<file path="src/rtl/oed_pkg.sv">
// Shared constants and types for the occupation excitation diff unit.
package oed_pkg;

  // Default number of 64-bit chunks in one determinant pair.
  localparam int unsigned NumChunksDefault = 4;

  // Fixed widths of the item fields.
  localparam int unsigned ChunkW = 64;
  localparam int unsigned BitIdxW = $clog2(ChunkW);
  localparam int unsigned PosW = 8;
  localparam int unsigned CountW = 2;

  // Most differing orbitals kept on one side, and the count that flags overflow.
  localparam logic [CountW-1:0] MaxFound = 2'd2;
  localparam logic [CountW-1:0] OverflowCount = 2'd3;

  // Result of one step of the shared lowest-set-bit extractor.
  typedef struct packed {
    logic              nonzero;
    logic [BitIdxW-1:0] index;
    logic [ChunkW-1:0] low_bit;
    logic              below_parity;
  } ext_res_t;

endpackage

</file>
<file path="src/rtl/occupation_excitation_diff_unit.sv">
// Top level of the occupation excitation diff unit: chunk sequencer and result register.
//
//   Channel | Direction | Handshake                | Payload
//   in      | input     | in_valid_i / in_stall_o  | left_chunk_i, right_chunk_i, last_chunk_i
//   out     | output    | out_valid_o / out_stall_i| diff_count_o, left/right_first/second_o,
//           |           |                          | odd_permutation_o
//
// A chunk goes from idle through a left scan (one step per left-only bit taken, then a final
// step), a right scan in the same manner and a finish state; the single extractor pulls one differing bit per cycle.
// A chunk whose left side overflows skips the right scan.
// A chunk after overflow or past the chunk limit goes from idle straight to the finish state.
// Reset clears the pair state and empties the result register.
// A last chunk whose result register is still held by out_stall_i waits until it drains.
module occupation_excitation_diff_unit #(
  parameter int unsigned NumChunks = oed_pkg::NumChunksDefault
) (
  input  logic                        clk_i,
  input  logic                        rst_ni,
  input  logic                        in_valid_i,
  output logic                        in_stall_o,
  input  logic [oed_pkg::ChunkW-1:0]  left_chunk_i,
  input  logic [oed_pkg::ChunkW-1:0]  right_chunk_i,
  input  logic                        last_chunk_i,
  output logic                        out_valid_o,
  input  logic                        out_stall_i,
  output logic [oed_pkg::CountW-1:0]  diff_count_o,
  output logic [oed_pkg::PosW-1:0]    left_first_o,
  output logic [oed_pkg::PosW-1:0]    left_second_o,
  output logic [oed_pkg::PosW-1:0]    right_first_o,
  output logic [oed_pkg::PosW-1:0]    right_second_o,
  output logic                        odd_permutation_o
);

  localparam int unsigned ChunkPosW = $clog2(NumChunks + 1);

  typedef enum logic [1:0] {
    StIdle,
    StScanLeft,
    StScanRight,
    StFinish
  } state_e;

  state_e                      state_q, state_d;
  logic [oed_pkg::ChunkW-1:0]  left_q, left_d;
  logic [oed_pkg::ChunkW-1:0]  right_q, right_d;
  logic [oed_pkg::ChunkW-1:0]  work_q, work_d;
  logic                        last_q, last_d;
  logic [ChunkPosW-1:0]        chunk_q, chunk_d;
  logic                        left_below_q, left_below_d;
  logic                        right_below_q, right_below_d;
  logic [oed_pkg::CountW-1:0]  left_found_q, left_found_d;
  logic [oed_pkg::CountW-1:0]  right_found_q, right_found_d;
  logic [oed_pkg::PosW-1:0]    pos_q [4];
  logic [oed_pkg::PosW-1:0]    pos_d [4];
  logic                        parity_q, parity_d;
  logic                        ovf_q, ovf_d;

  logic                        out_valid_q, out_valid_d;
  logic [oed_pkg::CountW-1:0]  diff_count_q, diff_count_d;
  logic [oed_pkg::PosW-1:0]    out_pos_q [4];
  logic [oed_pkg::PosW-1:0]    out_pos_d [4];
  logic                        odd_q, odd_d;

  logic [oed_pkg::ChunkW-1:0]  ext_side;
  oed_pkg::ext_res_t           ext;
  logic [oed_pkg::PosW-1:0]    chunk_wide;
  logic [oed_pkg::PosW-1:0]    found_pos;
  logic                        in_accept;
  logic                        out_free;

  // The one shared extractor serves both sides in turn.
  assign ext_side = (state_q == StScanRight) ? right_q : left_q;

  oed_extract u_extract (
    .work_i (work_q),
    .side_i (ext_side),
    .res_o  (ext)
  );

  // Orbital index of the extracted bit, kept modulo 256.
  assign chunk_wide = oed_pkg::PosW'(chunk_q);
  assign found_pos  = {chunk_wide[1:0], ext.index};

  assign in_stall_o = (state_q != StIdle);
  assign in_accept  = in_valid_i && !in_stall_o;
  assign out_free   = !out_valid_q || !out_stall_i;

  // Sequencer: one extraction step per cycle, then the result hand-off.
  always_comb begin
    state_d       = state_q;
    left_d        = left_q;
    right_d       = right_q;
    work_d        = work_q;
    last_d        = last_q;
    chunk_d       = chunk_q;
    left_below_d  = left_below_q;
    right_below_d = right_below_q;
    left_found_d  = left_found_q;
    right_found_d = right_found_q;
    pos_d         = pos_q;
    parity_d      = parity_q;
    ovf_d         = ovf_q;
    out_valid_d   = out_valid_q && out_stall_i;
    diff_count_d  = diff_count_q;
    out_pos_d     = out_pos_q;
    odd_d         = odd_q;

    case (state_q)
      StIdle: begin
        if (in_accept) begin
          left_d  = left_chunk_i;
          right_d = right_chunk_i;
          last_d  = last_chunk_i;
          work_d  = left_chunk_i & ~right_chunk_i;
          if (!ovf_q && (chunk_q < ChunkPosW'(NumChunks))) begin
            state_d = StScanLeft;
          end else begin
            state_d = StFinish;
          end
        end
      end
      StScanLeft: begin
        if (!ext.nonzero) begin
          work_d  = right_q & ~left_q;
          state_d = StScanRight;
        end else if (left_found_q == oed_pkg::MaxFound) begin
          ovf_d   = 1'b1;
          chunk_d = chunk_q + ChunkPosW'(1);
          state_d = StFinish;
        end else begin
          pos_d[{1'b0, left_found_q[0]}] = found_pos;
          left_found_d = left_found_q + oed_pkg::CountW'(1);
          parity_d     = parity_q ^ left_below_q ^ ext.below_parity;
          work_d       = work_q & ~ext.low_bit;
        end
      end
      StScanRight: begin
        if (!ext.nonzero) begin
          left_below_d  = left_below_q ^ (^left_q);
          right_below_d = right_below_q ^ (^right_q);
          chunk_d       = chunk_q + ChunkPosW'(1);
          state_d       = StFinish;
        end else if (right_found_q == oed_pkg::MaxFound) begin
          ovf_d   = 1'b1;
          chunk_d = chunk_q + ChunkPosW'(1);
          state_d = StFinish;
        end else begin
          pos_d[{1'b1, right_found_q[0]}] = found_pos;
          right_found_d = right_found_q + oed_pkg::CountW'(1);
          parity_d      = parity_q ^ right_below_q ^ ext.below_parity;
          work_d        = work_q & ~ext.low_bit;
        end
      end
      StFinish: begin
        if (!last_q) begin
          state_d = StIdle;
        end else if (out_free) begin
          // Load the result and start a fresh pair.
          out_valid_d   = 1'b1;
          diff_count_d  = ovf_q ? oed_pkg::OverflowCount : left_found_q;
          out_pos_d     = pos_q;
          odd_d         = ovf_q ? 1'b0 : parity_q;
          chunk_d       = '0;
          left_below_d  = 1'b0;
          right_below_d = 1'b0;
          left_found_d  = '0;
          right_found_d = '0;
          for (int i = 0; i < 4; i++) begin
            pos_d[i] = '0;
          end
          parity_d = 1'b0;
          ovf_d    = 1'b0;
          state_d  = StIdle;
        end
      end
      default: begin
        state_d = StIdle;
      end
    endcase
  end

  // Control and pair state.
  always_ff @(posedge clk_i or negedge rst_ni) begin
    if (!rst_ni) begin
      state_q       <= StIdle;
      chunk_q       <= '0;
      left_below_q  <= 1'b0;
      right_below_q <= 1'b0;
      left_found_q  <= '0;
      right_found_q <= '0;
      for (int i = 0; i < 4; i++) begin
        pos_q[i] <= '0;
      end
      parity_q    <= 1'b0;
      ovf_q       <= 1'b0;
      out_valid_q <= 1'b0;
    end else begin
      state_q       <= state_d;
      chunk_q       <= chunk_d;
      left_below_q  <= left_below_d;
      right_below_q <= right_below_d;
      left_found_q  <= left_found_d;
      right_found_q <= right_found_d;
      pos_q         <= pos_d;
      parity_q      <= parity_d;
      ovf_q         <= ovf_d;
      out_valid_q   <= out_valid_d;
    end
  end

  // Chunk and result payload.
  always_ff @(posedge clk_i) begin
    left_q       <= left_d;
    right_q      <= right_d;
    work_q       <= work_d;
    last_q       <= last_d;
    diff_count_q <= diff_count_d;
    out_pos_q    <= out_pos_d;
    odd_q        <= odd_d;
  end

  assign out_valid_o       = out_valid_q;
  assign diff_count_o      = diff_count_q;
  assign left_first_o      = out_pos_q[0];
  assign left_second_o     = out_pos_q[1];
  assign right_first_o     = out_pos_q[2];
  assign right_second_o    = out_pos_q[3];
  assign odd_permutation_o = odd_q;

endmodule

</file>
<file path="src/rtl/oed_extract.sv">
// Shared extractor: lowest set bit of a work vector and parity of the side bits below it.
module oed_extract (
  input  logic [oed_pkg::ChunkW-1:0] work_i,
  input  logic [oed_pkg::ChunkW-1:0] side_i,
  output oed_pkg::ext_res_t          res_o
);

  logic [oed_pkg::ChunkW-1:0]  low_bit;
  logic [oed_pkg::ChunkW-1:0]  mask_below;
  logic [oed_pkg::BitIdxW-1:0] index;

  // Isolate the lowest set bit and build the mask of the bits under it.
  assign low_bit    = work_i & (~work_i + oed_pkg::ChunkW'(1));
  assign mask_below = low_bit - oed_pkg::ChunkW'(1);

  // Encode the one-hot bit into its index: each index bit ORs the positions that carry it.
  always_comb begin
    index = '0;
    for (int b = 0; b < oed_pkg::BitIdxW; b++) begin
      for (int i = 0; i < oed_pkg::ChunkW; i++) begin
        if (((i >> b) & 1) == 1) begin
          index[b] = index[b] | low_bit[i];
        end
      end
    end
  end

  assign res_o.nonzero      = |work_i;
  assign res_o.index        = index;
  assign res_o.low_bit      = low_bit;
  assign res_o.below_parity = ^(side_i & mask_below);

endmodule
</file>
<file path="config.mk">
export PLATFORM = sky130hd
export DESIGN_NAME = occupation_excitation_diff_unit
export DESIGN_NICKNAME = d
export VERILOG_FILES = /design/src/rtl/oed_pkg.sv /design/src/rtl/occupation_excitation_diff_unit.sv /design/src/rtl/oed_extract.sv
export SDC_FILE = /design/constraint.sdc
export NUM_CORES = 1
export LEC_CHECK = 0
export BUFFER_PORTS_ARGS = -buffer_cell sky130_fd_sc_hd__buf_2
export CORE_AREA = 4 4 192 194
export CTS_CLUSTER_SIZE = 30
export DETAILED_ROUTE_END_ITERATION = 10
export DIE_AREA = 0 0 196 198
export PLACE_DENSITY = 0.75
export REMOVE_ABC_BUFFERS = 1
export SLEW_MARGIN = 40
export SYNTH_ARGS = -nofsm -noshare
export SYNTH_HDL_FRONTEND = slang
export SYNTH_SLANG_ARGS = --single-unit
</file>
<file path="constraint.sdc">
create_clock -name clk_i -period 5.98 [get_ports clk_i]
set_clock_uncertainty 0.05 [all_clocks]
set_input_delay 1.196 -clock clk_i [delete_from_list [all_inputs] [get_ports clk_i]]
set_output_delay 1.196 -clock clk_i [all_outputs]
set_load 0.1 [all_outputs]
</file>
==> results of run 1 <==
[final cells by class]
cell class | count | area, um^2
Clock buffer | 36 | 762
Timing Repair Buffer | 184 | 981
Fill cell | 3216 | 17200
Clock inverter | 18 | 219
Antenna cell | 1 | 2.50
Multi-Input combinational cell | 1104 | 7360
Inverter | 27 | 101
Sequential cell | 274 | 8000
Tap cell | 461 | 577
[Yosys cell counts, types with 6 or more instances]
cell and n:
and3b_1 6, inv_1 27, or3_1 17, a31oi_1 6, nor3_1 43, nand2b_1 73
nand3b_1 24, xor2_1 31, xnor2_1 134, clkbuf_1 43, mux2_2 6, nand4_1 9
or2_2 8, nor3b_1 68, nand3_1 32, o211ai_1 20, dfrtp_1 46, a22o_1 14
o32ai_1 8, edfxtp_1 228, buf_2 9, nand2_1 104, and3_1 46, a21oi_1 21
or4_1 6, o21ai_0 182, nor4_1 19, mux2i_1 45, ha_1 8, nor2_1 84
[metrics by stage]
stage | total power [mW] | cells | util [%] | area, um^2 | hold slack (ns)
3_5_place_dp | 8.31 | 2049 | 48.1 | 17000 | 0.385
3_3_place_gp | 8.21 | 2048 | 48.0 | 16900 | 0.382
5_1_grt | 10.8 | 2104 | 51.1 | 18000 | 0.420
4_1_cts | 10.2 | 2103 | 50.9 | 17900 | 0.404
2_1_floorplan | 6.81 | 1405 | - | 15300 | 0.375
6_report | 10.3 | 2105 | 51.1 | 18000 | 0.403
[layer usage]
layer  track usage, %  wire (um)
met5                0          0
met4             9.49       2190
met3             4.13       3520
met2             39.8      22900
met1             32.2      20000
[worst paths after layout]
kind                                              endpoint  slack [ns]  cells after the start
worst min-delay path             left_first_o[0]$_DFFE_PP_        0.40                      0
worst min register to register   left_first_o[0]$_DFFE_PP_        0.40                      0
max in group asynchronous       asynchronous set/reset pin        4.86                      1
worst max register to register        work_q[61]$_DFFE_PP_        1.46                      8
min in group asynchronous       asynchronous set/reset pin        0.60                      1
worst max-delay path                  work_q[61]$_DFFE_PP_        1.46                      8
[critical path: cells and delay by family (launching register included)]
kind                   cells  cell delay, ns
buffers and inverters      1            0.44
DFF                        1            0.53
and+or+nand+nor            7            3.13
[power groups by stage]
stage	registers, mW	clock network [mW]	logic [mW]
after floorplan	3.67	0	3.14
after global placement	3.52	0	4.69
after detailed placement	3.55	0	4.75
after CTS	3.52	1.91	4.79
after global routing	3.62	1.99	5.19
final	3.55	1.89	4.85
[logic make-up (layout without fill, tap and decap cells)]
logic type,count (synthesis),in the layout,share of synthesized area (%)
AOI/OAI and AO/OA,302,302,11.6
xor gates and xnor gates,170,170,9.95
adders and majority gates,8,8,0.642
buffers and inverters,86,265,2.22
DFF,274,274,51.3
muxes,51,51,3.32
other,0,1,0
and+or+nand+nor,573,573,20.9
==> impl_metrics.py, run 1 <==
metrics = {
    "outcome": {
        "status": "finished clean",
    },
    "logic_synthesis": {
        "async_flop_share_pct": 16.8,
        "synth_area_mm2": 0.0156,
        "yosys_register_bits": 274,
        "synth_top_area_share_pct": 43.9,
        "syn_avg_cell_area_um2": 10.6,
        "syn_inst": 1464,
        "yosys-top-cells-area": "edfxtp_1 (44%), xnor2_1 (7.5%), dfrtp_1 (7.4%)",
        "yosys_warnings": 0,
        "synth-edff-count": 228,
        "yosysSeqAreaShare_pct": 51.3,
        "synthFlopType": "edfxtp_1",
        "synth_top_cell_by_area": "edfxtp_1",
        "ys_types": 74,
    },
    "place": {
        "hpwlAfterDp_um": 36400,
        "place_congestion": 0.999,
        "dp_slack_ns": 1.50,
        "io_buffers": 169,
    },
    "drt": {
        "drc": 0,
        "routedWlPerCell_um": 23.1,
        "drtAntennaViolNets": 0,
        "drt_wl_total_um": 48600,
        "vias": 12500,
        "routed_via_density": 5.95,
        "dr.first_iter.drc_count": 1294,
        "first_pass_iters": 6,
    },
    "timing": {
        "hold_viol": 0,
        "fmax_ghz": 0.221,
        "setup_tns_ns": 0,
        "layout_min_cycle_time_ns": 4.52,
        "rsz0062_at_grt": "no",
        "final_max_slew_viol_count": 0,
        "worst_pin_slew_ns": 0.793,
        "setup_viol": 0,
        "post-route-period-util_pct": 75.6,
        "slew_headroom_pct": 46.6,
        "setup_slack_ns": 1.46,
    },
    "power_and_ir_drop": {
        "p_comb_share_pct": 47.1,
        "p_sw_share_pct": 43.6,
        "power_frac_seq_pct": 34.5,
        "power_switching_mw": 4.49,
        "p_leak_nw": 6.46,
        "ir_drop_uv": 318,
        "powerDensity_mw_per_mm2": 572,
        "power_frac_clock_pct": 18.3,
        "intPower_mw": 5.80,
    },
    "clocking": {
        "clockBufferDepth": 3,
        "cts_made_buffers": 29,
        "cts_hold_buf": 0,
        "cts_tree": "yes",
        "clk_latency_ns": 0.58,
        "htreeDepth": 1,
        "clk_pin_slew_ns": 0.07,
        "cts_resized": 0,
        "post-cts-setup-buffer-count": 0,
        "clock-sinks": 274,
        "clockRootBuffer": "clkbuf_16",
    },
    "floorplan": {
        "initial_core_util_pct": 44.3,
        "die_area_mm2": 0.0388,
        "die_x_um": 196,
        "die_y_um": 198,
        "core_area_mm2": 0.0352,
        "num_rows": 69,
        "pin_count": 170,
    },
    "global_routing": {
        "grt_pass1_vias": 12400,
        "grt_pass1_wl_um": 73300,
        "globalRouteOverflowTotal": 0,
        "antenna_found_initial": 0,
        "grt_util_all_layers_pct": 24.2,
        "grt_max_degree": 81,
    },
    "finish": {
        "area_delta_synth_final_pct": 15.5,
        "layout_common_cells": "edfxtp_1 (228), o21ai_0 (182), buf_2 (168)",
        "drive_gt1_share_pct": 16.4,
        "layout.nets": 1761,
        "layout_commonest_cell": "edfxtp_1",
    },
    "critical_path": {
        "cp_cell_sequence": "nor4_1, and3_1, nand3_2, or2_2, or3_1, nand3_1, and4b_2, buf_4",
        "critPathKind": "reg -> reg",
        "worstReg2RegStart": "work_q[15]$_DFFE_PP_",
        "critPathCaptureType": "register",
        "cp_slowest_stage_delay_ns": 0.70,
        "cp.arrival_ns": 4.70,
        "crit_path_start_kind": "register",
        "cp_max_fo": 23,
        "cp.required_ns": 6.16,
        "critPathSlowestCell": "nor4_1",
        "crit_path_start": "work_q[15]$_DFFE_PP_",
    },
    "run": {
        "maxCapViolations": 0,
    },
    "min_path": {
        "hp-class": "reg -> reg",
    },
}
(Power assumes the default switching activity.)
==> run 2: changes to the inputs <==
--- a/config.mk
+++ b/config.mk
@@ -10,7 +10,7 @@
 export CTS_CLUSTER_SIZE = 30
 export DETAILED_ROUTE_END_ITERATION = 10
 export DIE_AREA = 0 0 196 198
-export PLACE_DENSITY = 0.75
+export PLACE_DENSITY = 0.77
 export REMOVE_ABC_BUFFERS = 1
 export SLEW_MARGIN = 40
 export SYNTH_ARGS = -nofsm -noshare
==> constraint.sdc (replaced) <==
create_clock -name clk_i -period 3.89 [get_ports clk_i]
set_clock_uncertainty 0.05 [all_clocks]
set_input_delay 0.778 -clock clk_i [delete_from_list [all_inputs] [get_ports clk_i]]
set_output_delay 0.778 -clock clk_i [all_outputs]
set_load 0.1 [all_outputs]
==> run 2 against run 1 <==
Effect of this change: core utilization is 2.3 points higher; critical path depth is 2 higher; die area stayed put; maximum frequency is 20% higher; sequential cell count stayed put; clock-buffer cell count stayed put; wire length is 3.0% higher; global-route usage is 0.83 points higher; critical path type unchanged; critical endpoint is now parity_q$_DFFE_PN0P_; highest routed layer unchanged.
==> impl_metrics.py, run 2 (synthesized netlist as in run 1, its figures left out) <==
metrics = {
    "critical_path": {
        "critPathSlowestCell": "nor4_2",
        "r2r_slack_ns": 0.12,
        "worstReg2RegStart": "work_q[5]$_DFFE_PP_",
        "critPathKind": "reg -> reg",
        "critPathCaptureType": "register",
        "cp.arrival_ns": 4.21,
        "crit_path_start_kind": "register",
        "cp_slowest_stage_delay_ns": 0.53,
        "cp.required_ns": 4.33,
        "reg2reg_depth": 10,
        "cp_max_fo": 5,
        "r2r_end": "parity_q$_DFFE_PN0P_",
        "cpMostUsedCell": "xnor2_1",
        "cp_cell_sequence": "nor4_2, and3_1, nand3_2, nor3_2, o21ai_1, xor2_1, xnor2_1, xnor2_1, xnor3_1, o31ai_2",
    },
    "timing": {
        "setup_viol": 0,
        "post-route-period-util_pct": 96.9,
        "final_max_slew_viol_count": 0,
        "layout_min_cycle_time_ns": 3.77,
        "setup_tns_ns": 0,
        "finalHoldWorstSlack_ns": 0.149,
        "hold_viol": 0,
        "worst_pin_slew_ns": 0.730,
        "fmax_ghz": 0.265,
        "rsz0062_at_grt": "no",
        "slew_headroom_pct": 51.3,
    },
    "drt": {
        "vias": 12900,
        "first_pass_iters": 5,
        "drt_wl_total_um": 50000,
        "routed_via_density": 5.87,
        "drtAntennaViolNets": 0,
        "drc": 0,
        "routedWlPerCell_um": 22.8,
        "dr.first_iter.drc_count": 1079,
    },
    "clocking": {
        "cts_hold_buf": 0,
        "clockBufferDepth": 3,
        "clockRootBuffer": "clkbuf_16",
        "post-cts-setup-buffer-count": 0,
        "clk_latency_ns": 0.59,
        "htreeDepth": 1,
        "clk_pin_slew_ns": 0.07,
        "cts_tree": "yes",
        "clock-sinks": 274,
        "cts_made_buffers": 30,
    },
    "place": {
        "place_congestion": 0.981,
        "hpwlAfterDp_um": 38500,
        "io_buffers": 169,
    },
    "floorplan": {
        "core_area_mm2": 0.0352,
        "initial_core_util_pct": 44.3,
        "pin_count": 170,
        "die_y_um": 198,
        "die_area_mm2": 0.0388,
        "num_rows": 69,
        "die_x_um": 196,
    },
    "finish": {
        "drive_gt1_share_pct": 21.2,
        "layout_common_cells": "edfxtp_1 (228), o21ai_0 (181), buf_2 (168)",
        "layout_commonest_cell": "edfxtp_1",
        "area_delta_synth_final_pct": 20.6,
        "layout.nets": 1849,
    },
    "global_routing": {
        "globalRouteOverflowTotal": 0,
        "antenna_found_initial": 0,
        "grt_pass1_wl_um": 75600,
        "grt_util_all_layers_pct": 25.0,
        "grt_pass1_vias": 12800,
        "grt_max_degree": 80,
    },
    "power_and_ir_drop": {
        "power_frac_clock_pct": 17.8,
        "p_sw_share_pct": 43.5,
        "p_leak_nw": 6.95,
        "total_power_mw": 16.4,
        "powerDensity_mw_per_mm2": 874,
        "power_switching_mw": 7.15,
        "ir_drop_uv": 604,
        "power_frac_seq_pct": 32.1,
        "p_comb_share_pct": 50.1,
        "intPower_mw": 9.29,
    },
    "min_path": {
        "hp-class": "in -> async",
    },
    "outcome": {
        "status": "finished clean",
    },
    "run": {
        "maxCapViolations": 0,
    },
}
## run 2: cell count changes in the layout (fill, tap and decap cells not counted), moves of 2 or more
cell	before	now
nor4_4	2	4
clkbuf_1	6	1
clkinv_1	4	0
inv_4	0	5
inv_6	1	4
nor4_2	7	5
buf_12	1	9
clkinv_2	6	3
clkinv_4	0	3
buf_4	14	94
bufinv_16	5	0
clkinv_8	0	2
clkbuf_16	29	34
## run 2: worst max-delay path by stage
stage | slack [ns] | cells past startpoint | to | startpoint
global route | 0.04 | 13 | parity_q$_DFFE_PN0P_ | state_q[0]$_DFFE_PN0P_
CTS | 0.04 | 10 | parity_q$_DFFE_PN0P_ | work_q[0]$_DFFE_PP_
floorplan | -1.19 | 12 | parity_q$_DFFE_PN0P_ | state_q[0]$_DFFE_PN0P_
finish | 0.12 | 10 | parity_q$_DFFE_PN0P_ | work_q[5]$_DFFE_PP_
detailed placement | -0.08 | 10 | parity_q$_DFFE_PN0P_ | work_q[5]$_DFFE_PP_
global placement | -0.24 | 10 | parity_q$_DFFE_PN0P_ | work_q[5]$_DFFE_PP_
## run 2: cell type report
cell class / instances / area, um^2
fillers: 3160 / 16400
flip-flops and latches: 274 / 8000
multi-input cells: 1104 / 7360
repair buffers: 271 / 1730
clock buffers: 36 / 868
well taps: 461 / 577
clock inverters: 20 / 166
inverters: 27 / 101
diodes: 2 / 5.00
## run 2: repair_timing
| item | in CTS | in global routing |
|---|---|---|
| endpoints found under the setup margin | 2 | 9 |
| resized for setup | 3 | 8 |
| gates cloned | 0 | 0 |
## run 2: power by group through the flow
stage          clock network, mW  registers [mW]  logic [mW]
6_report                    2.93            5.27        8.24
5_1_grt                     3.10            5.36        8.81
4_1_cts                     2.98            5.21        8.14
3_5_place_dp                   0            5.26        8.10
3_3_place_gp                   0            5.22        7.94
2_1_floorplan                  0            5.64        4.82
## run 2: critical path, delay by kind of cell (launching register included)
kind | cells | cell delay, ns
AO/OA/AOI/OAI | 2 | 0.42
flip-flops | 1 | 0.42
XOR/XNOR | 4 | 1.26
AND/OR/NAND/NOR | 4 | 1.53
## run 2: metrics by stage
step / area [um^2] / util, % / cells / worst slack (ns)
6_report: 18800 / 53.4 / 2195 / 0.120
5_1_grt: 18800 / 53.4 / 2193 / 0.0450
3_3_place_gp: 17700 / 50.2 / 2136 / -0.235
2_1_floorplan: 15300 / - / 1405 / -1.19
4_1_cts: 18700 / 53.2 / 2193 / 0.0388
3_5_place_dp: 17700 / 50.2 / 2137 / -0.0780
## run 2: per-layer routing
| layer | up-vias | track usage [%] | wire length [um] |
|---|---|---|---|
| met2 | 561 | 42.0 | 23900 |
| met1 | 6275 | 32.4 | 20400 |
| li1 | 5931 | - | - |
| met4 | 0 | 10.6 | 2360 |
| met3 | 115 | 4.07 | 3420 |
| met5 | - | 0 | 0 |
==> run 3: changes to the inputs <==
--- a/config.mk
+++ b/config.mk
@@ -10,6 +10,7 @@
 export CTS_CLUSTER_SIZE = 30
 export DETAILED_ROUTE_END_ITERATION = 10
 export DIE_AREA = 0 0 196 198
+export GPL_TIMING_DRIVEN = 0
 export PLACE_DENSITY = 0.77
 export REMOVE_ABC_BUFFERS = 1
 export SLEW_MARGIN = 40
==> run 3 against run 2 <==
Effect of this change: final area down 0.96%; sequential cell count did not move; wire length is 3.5% lower; combinational power down 5.0%; sequential share of layout area increased by 0.41 points; sequential power up 5.1%; first-iteration DRC count increased by 24%; clock-buffer cell count grew 2; hold slack improved by 0.028 ns; die area unchanged; maximum frequency fell by 2.3%; largest cell class unchanged; highest routed layer unchanged.
==> impl_metrics.py, run 3 (synthesized netlist as in run 1, its figures left out) <==
metrics = {
    "floorplan": {
        "core_area_mm2": 0.0352,
        "initial_core_util_pct": 44.3,
        "die_area_mm2": 0.0388,
        "die_y_um": 198,
        "die_x_um": 196,
        "num_rows": 69,
        "pin_count": 170,
    },
    "place": {
        "hpwlAfterDp_um": 35800,
        "place_congestion": 0.986,
        "io_buffers": 169,
        "dpl.cell_count": 2050,
    },
    "drt": {
        "drt_wl_total_um": 48300,
        "first_pass_iters": 6,
        "routedWlPerCell_um": 22.6,
        "drc": 0,
        "dr.first_iter.drc_count": 1336,
        "drtAntennaViolNets": 0,
        "routed_via_density": 5.88,
        "vias": 12600,
    },
    "timing": {
        "setup_viol": 0,
        "finalHoldWorstSlack_ns": 0.177,
        "final_max_slew_viol_count": 0,
        "layout_min_cycle_time_ns": 3.86,
        "fmax_ghz": 0.259,
        "hold_viol": 0,
        "setup_tns_ns": 0,
        "worst_pin_slew_ns": 0.819,
        "rsz0062_at_grt": "yes",
        "slew_headroom_pct": 45.3,
        "post-route-period-util_pct": 99.2,
    },
    "finish": {
        "layout_common_cells": "edfxtp_1 (228), o21ai_0 (182), buf_2 (168)",
        "area_delta_synth_final_pct": 19.5,
        "drive_gt1_share_pct": 19.2,
        "layout_commonest_cell": "edfxtp_1",
        "fin_cells": 2135,
        "layout.nets": 1786,
        "nFillCells": 3106,
    },
    "power_and_ir_drop": {
        "p_leak_nw": 6.74,
        "powerDensity_mw_per_mm2": 881,
        "ir_drop_uv": 494,
    },
    "critical_path": {
        "cp.arrival_ns": 4.28,
        "cp_cell_sequence": "inv_2, ha_4, inv_1, o211ai_1, a221oi_1, xnor2_1, nor2_1, xnor2_1, xnor3_1, xnor3_1, xnor3_1, o31ai_2",
        "cp_max_fo": 11,
        "cp.required_ns": 4.31,
        "cp_slowest_stage_delay_ns": 0.59,
        "critPathKind": "reg -> reg",
        "crit_path_start_kind": "register",
        "cpMostUsedCell": "xnor3_1",
        "critPathSlowestCell": "inv_1",
        "critPathCaptureType": "register",
    },
    "clocking": {
        "cts_tree": "yes",
        "clk_pin_slew_ns": 0.07,
        "htreeDepth": 1,
        "clock-sinks": 274,
        "cts_hold_buf": 0,
        "cts_made_buffers": 30,
        "clk_latency_ns": 0.58,
        "clockRootBuffer": "clkbuf_16",
        "clockBufferDepth": 3,
    },
    "global_routing": {
        "grt_max_degree": 57,
        "grt_pass1_vias": 12400,
        "globalRouteOverflowTotal": 0,
        "grt_pass1_wl_um": 72400,
        "grt_util_all_layers_pct": 23.9,
        "antenna_found_initial": 2,
    },
    "run": {
        "maxCapViolations": 0,
    },
    "min_path": {
        "hp-class": "in -> async",
    },
    "outcome": {
        "status": "finished clean",
    },
}
[run 3: changes by cell type in the layout (fill, tap and decap cells not counted), sizes merged]
cell	delta
buf	-63
bufinv	+3
clkbuf	+2
clkinv	-1
diode	+3
inv	-4
[run 3: worst paths after layout]
path	slack [ns]	from	to	cells after the start
max	0.03	state_q[0]$_DFFE_PN0P_	parity_q$_DFFE_PN0P_	12
max in group asynchronous	3.21	rst_ni	asynchronous set/reset pin	1
min in group clk_i	0.34	right_chunk_i[22]	right_q[22]$_DFFE_PP_	1
min reg2reg	0.40	register	left_second_o[5]$_DFFE_PP_	0
max reg2reg	0.03	state_q[0]$_DFFE_PN0P_	parity_q$_DFFE_PN0P_	12
min	0.18	rst_ni	asynchronous set/reset pin	1
[run 3: layout make-up]
cell class	instances	area, um^2	share of cell area (%)
Tap cell	461	577	3.10
Antenna cell	5	12.5	0.0672
Clock inverter	18	200	1.07
Sequential cell	274	8000	42.9
Multi-Input combinational cell	1104	7580	40.7
Inverter	27	101	0.544
Clock buffer	38	855	4.59
Timing Repair Buffer	208	1310	7.02
[run 3: per-layer routing]
metal | share of wire [%] | vias to the layer above | global-route usage (%) | wire, um
met5 | 0 | - | 0.494 | 0
met4 | 4.1 | 0 | 8.92 | 1980
met3 | 7.0 | 111 | 2.96 | 3370
met2 | 48 | 578 | 40.0 | 23000
met1 | 41 | 6039 | 32.0 | 19900
li1 | - | 5823 | - | -
[run 3: what timing repair did]
item                                    in CTS  in global routing
endpoints found under the setup margin     160                144
buffers inserted                             7                 17
pin swaps                                    6                  9
gates resized for setup                     16                 24
[run 3: per-stage QoR]
step | util, % | instance area [um^2] | setup slack (ns) | power, mW
3_3_place_gp | 47.6 | 16800 | -5.08 | 12.2
5_1_grt | 52.9 | 18600 | -0.0423 | 17.2
4_1_cts | 52.1 | 18300 | -0.0608 | 16.2
6_report | 52.9 | 18600 | 0.0310 | 16.4
3_5_place_dp | 48.7 | 17100 | -0.564 | 12.9
2_1_floorplan | - | 15300 | -1.19 | 10.5
[run 3: worst max-delay path, delay by kind of cell (launching register included)]
family,cells,cell delay (ns)
buf+inv,2,0.70
simple gates,1,0.07
xor+xnor,5,1.31
fa+ha+maj,1,0.21
compound gates,3,0.96
flops,1,0.44
[run 3: where the power goes]
group          internal (mW)  switching (mW)  total [mW]  leakage, nW
clock                   1.77            1.25        3.03        0.513
combinational           3.17            4.66        7.83         3.45
sequential              4.40            1.14        5.54         2.78
total                   9.35            7.06        16.4         6.74
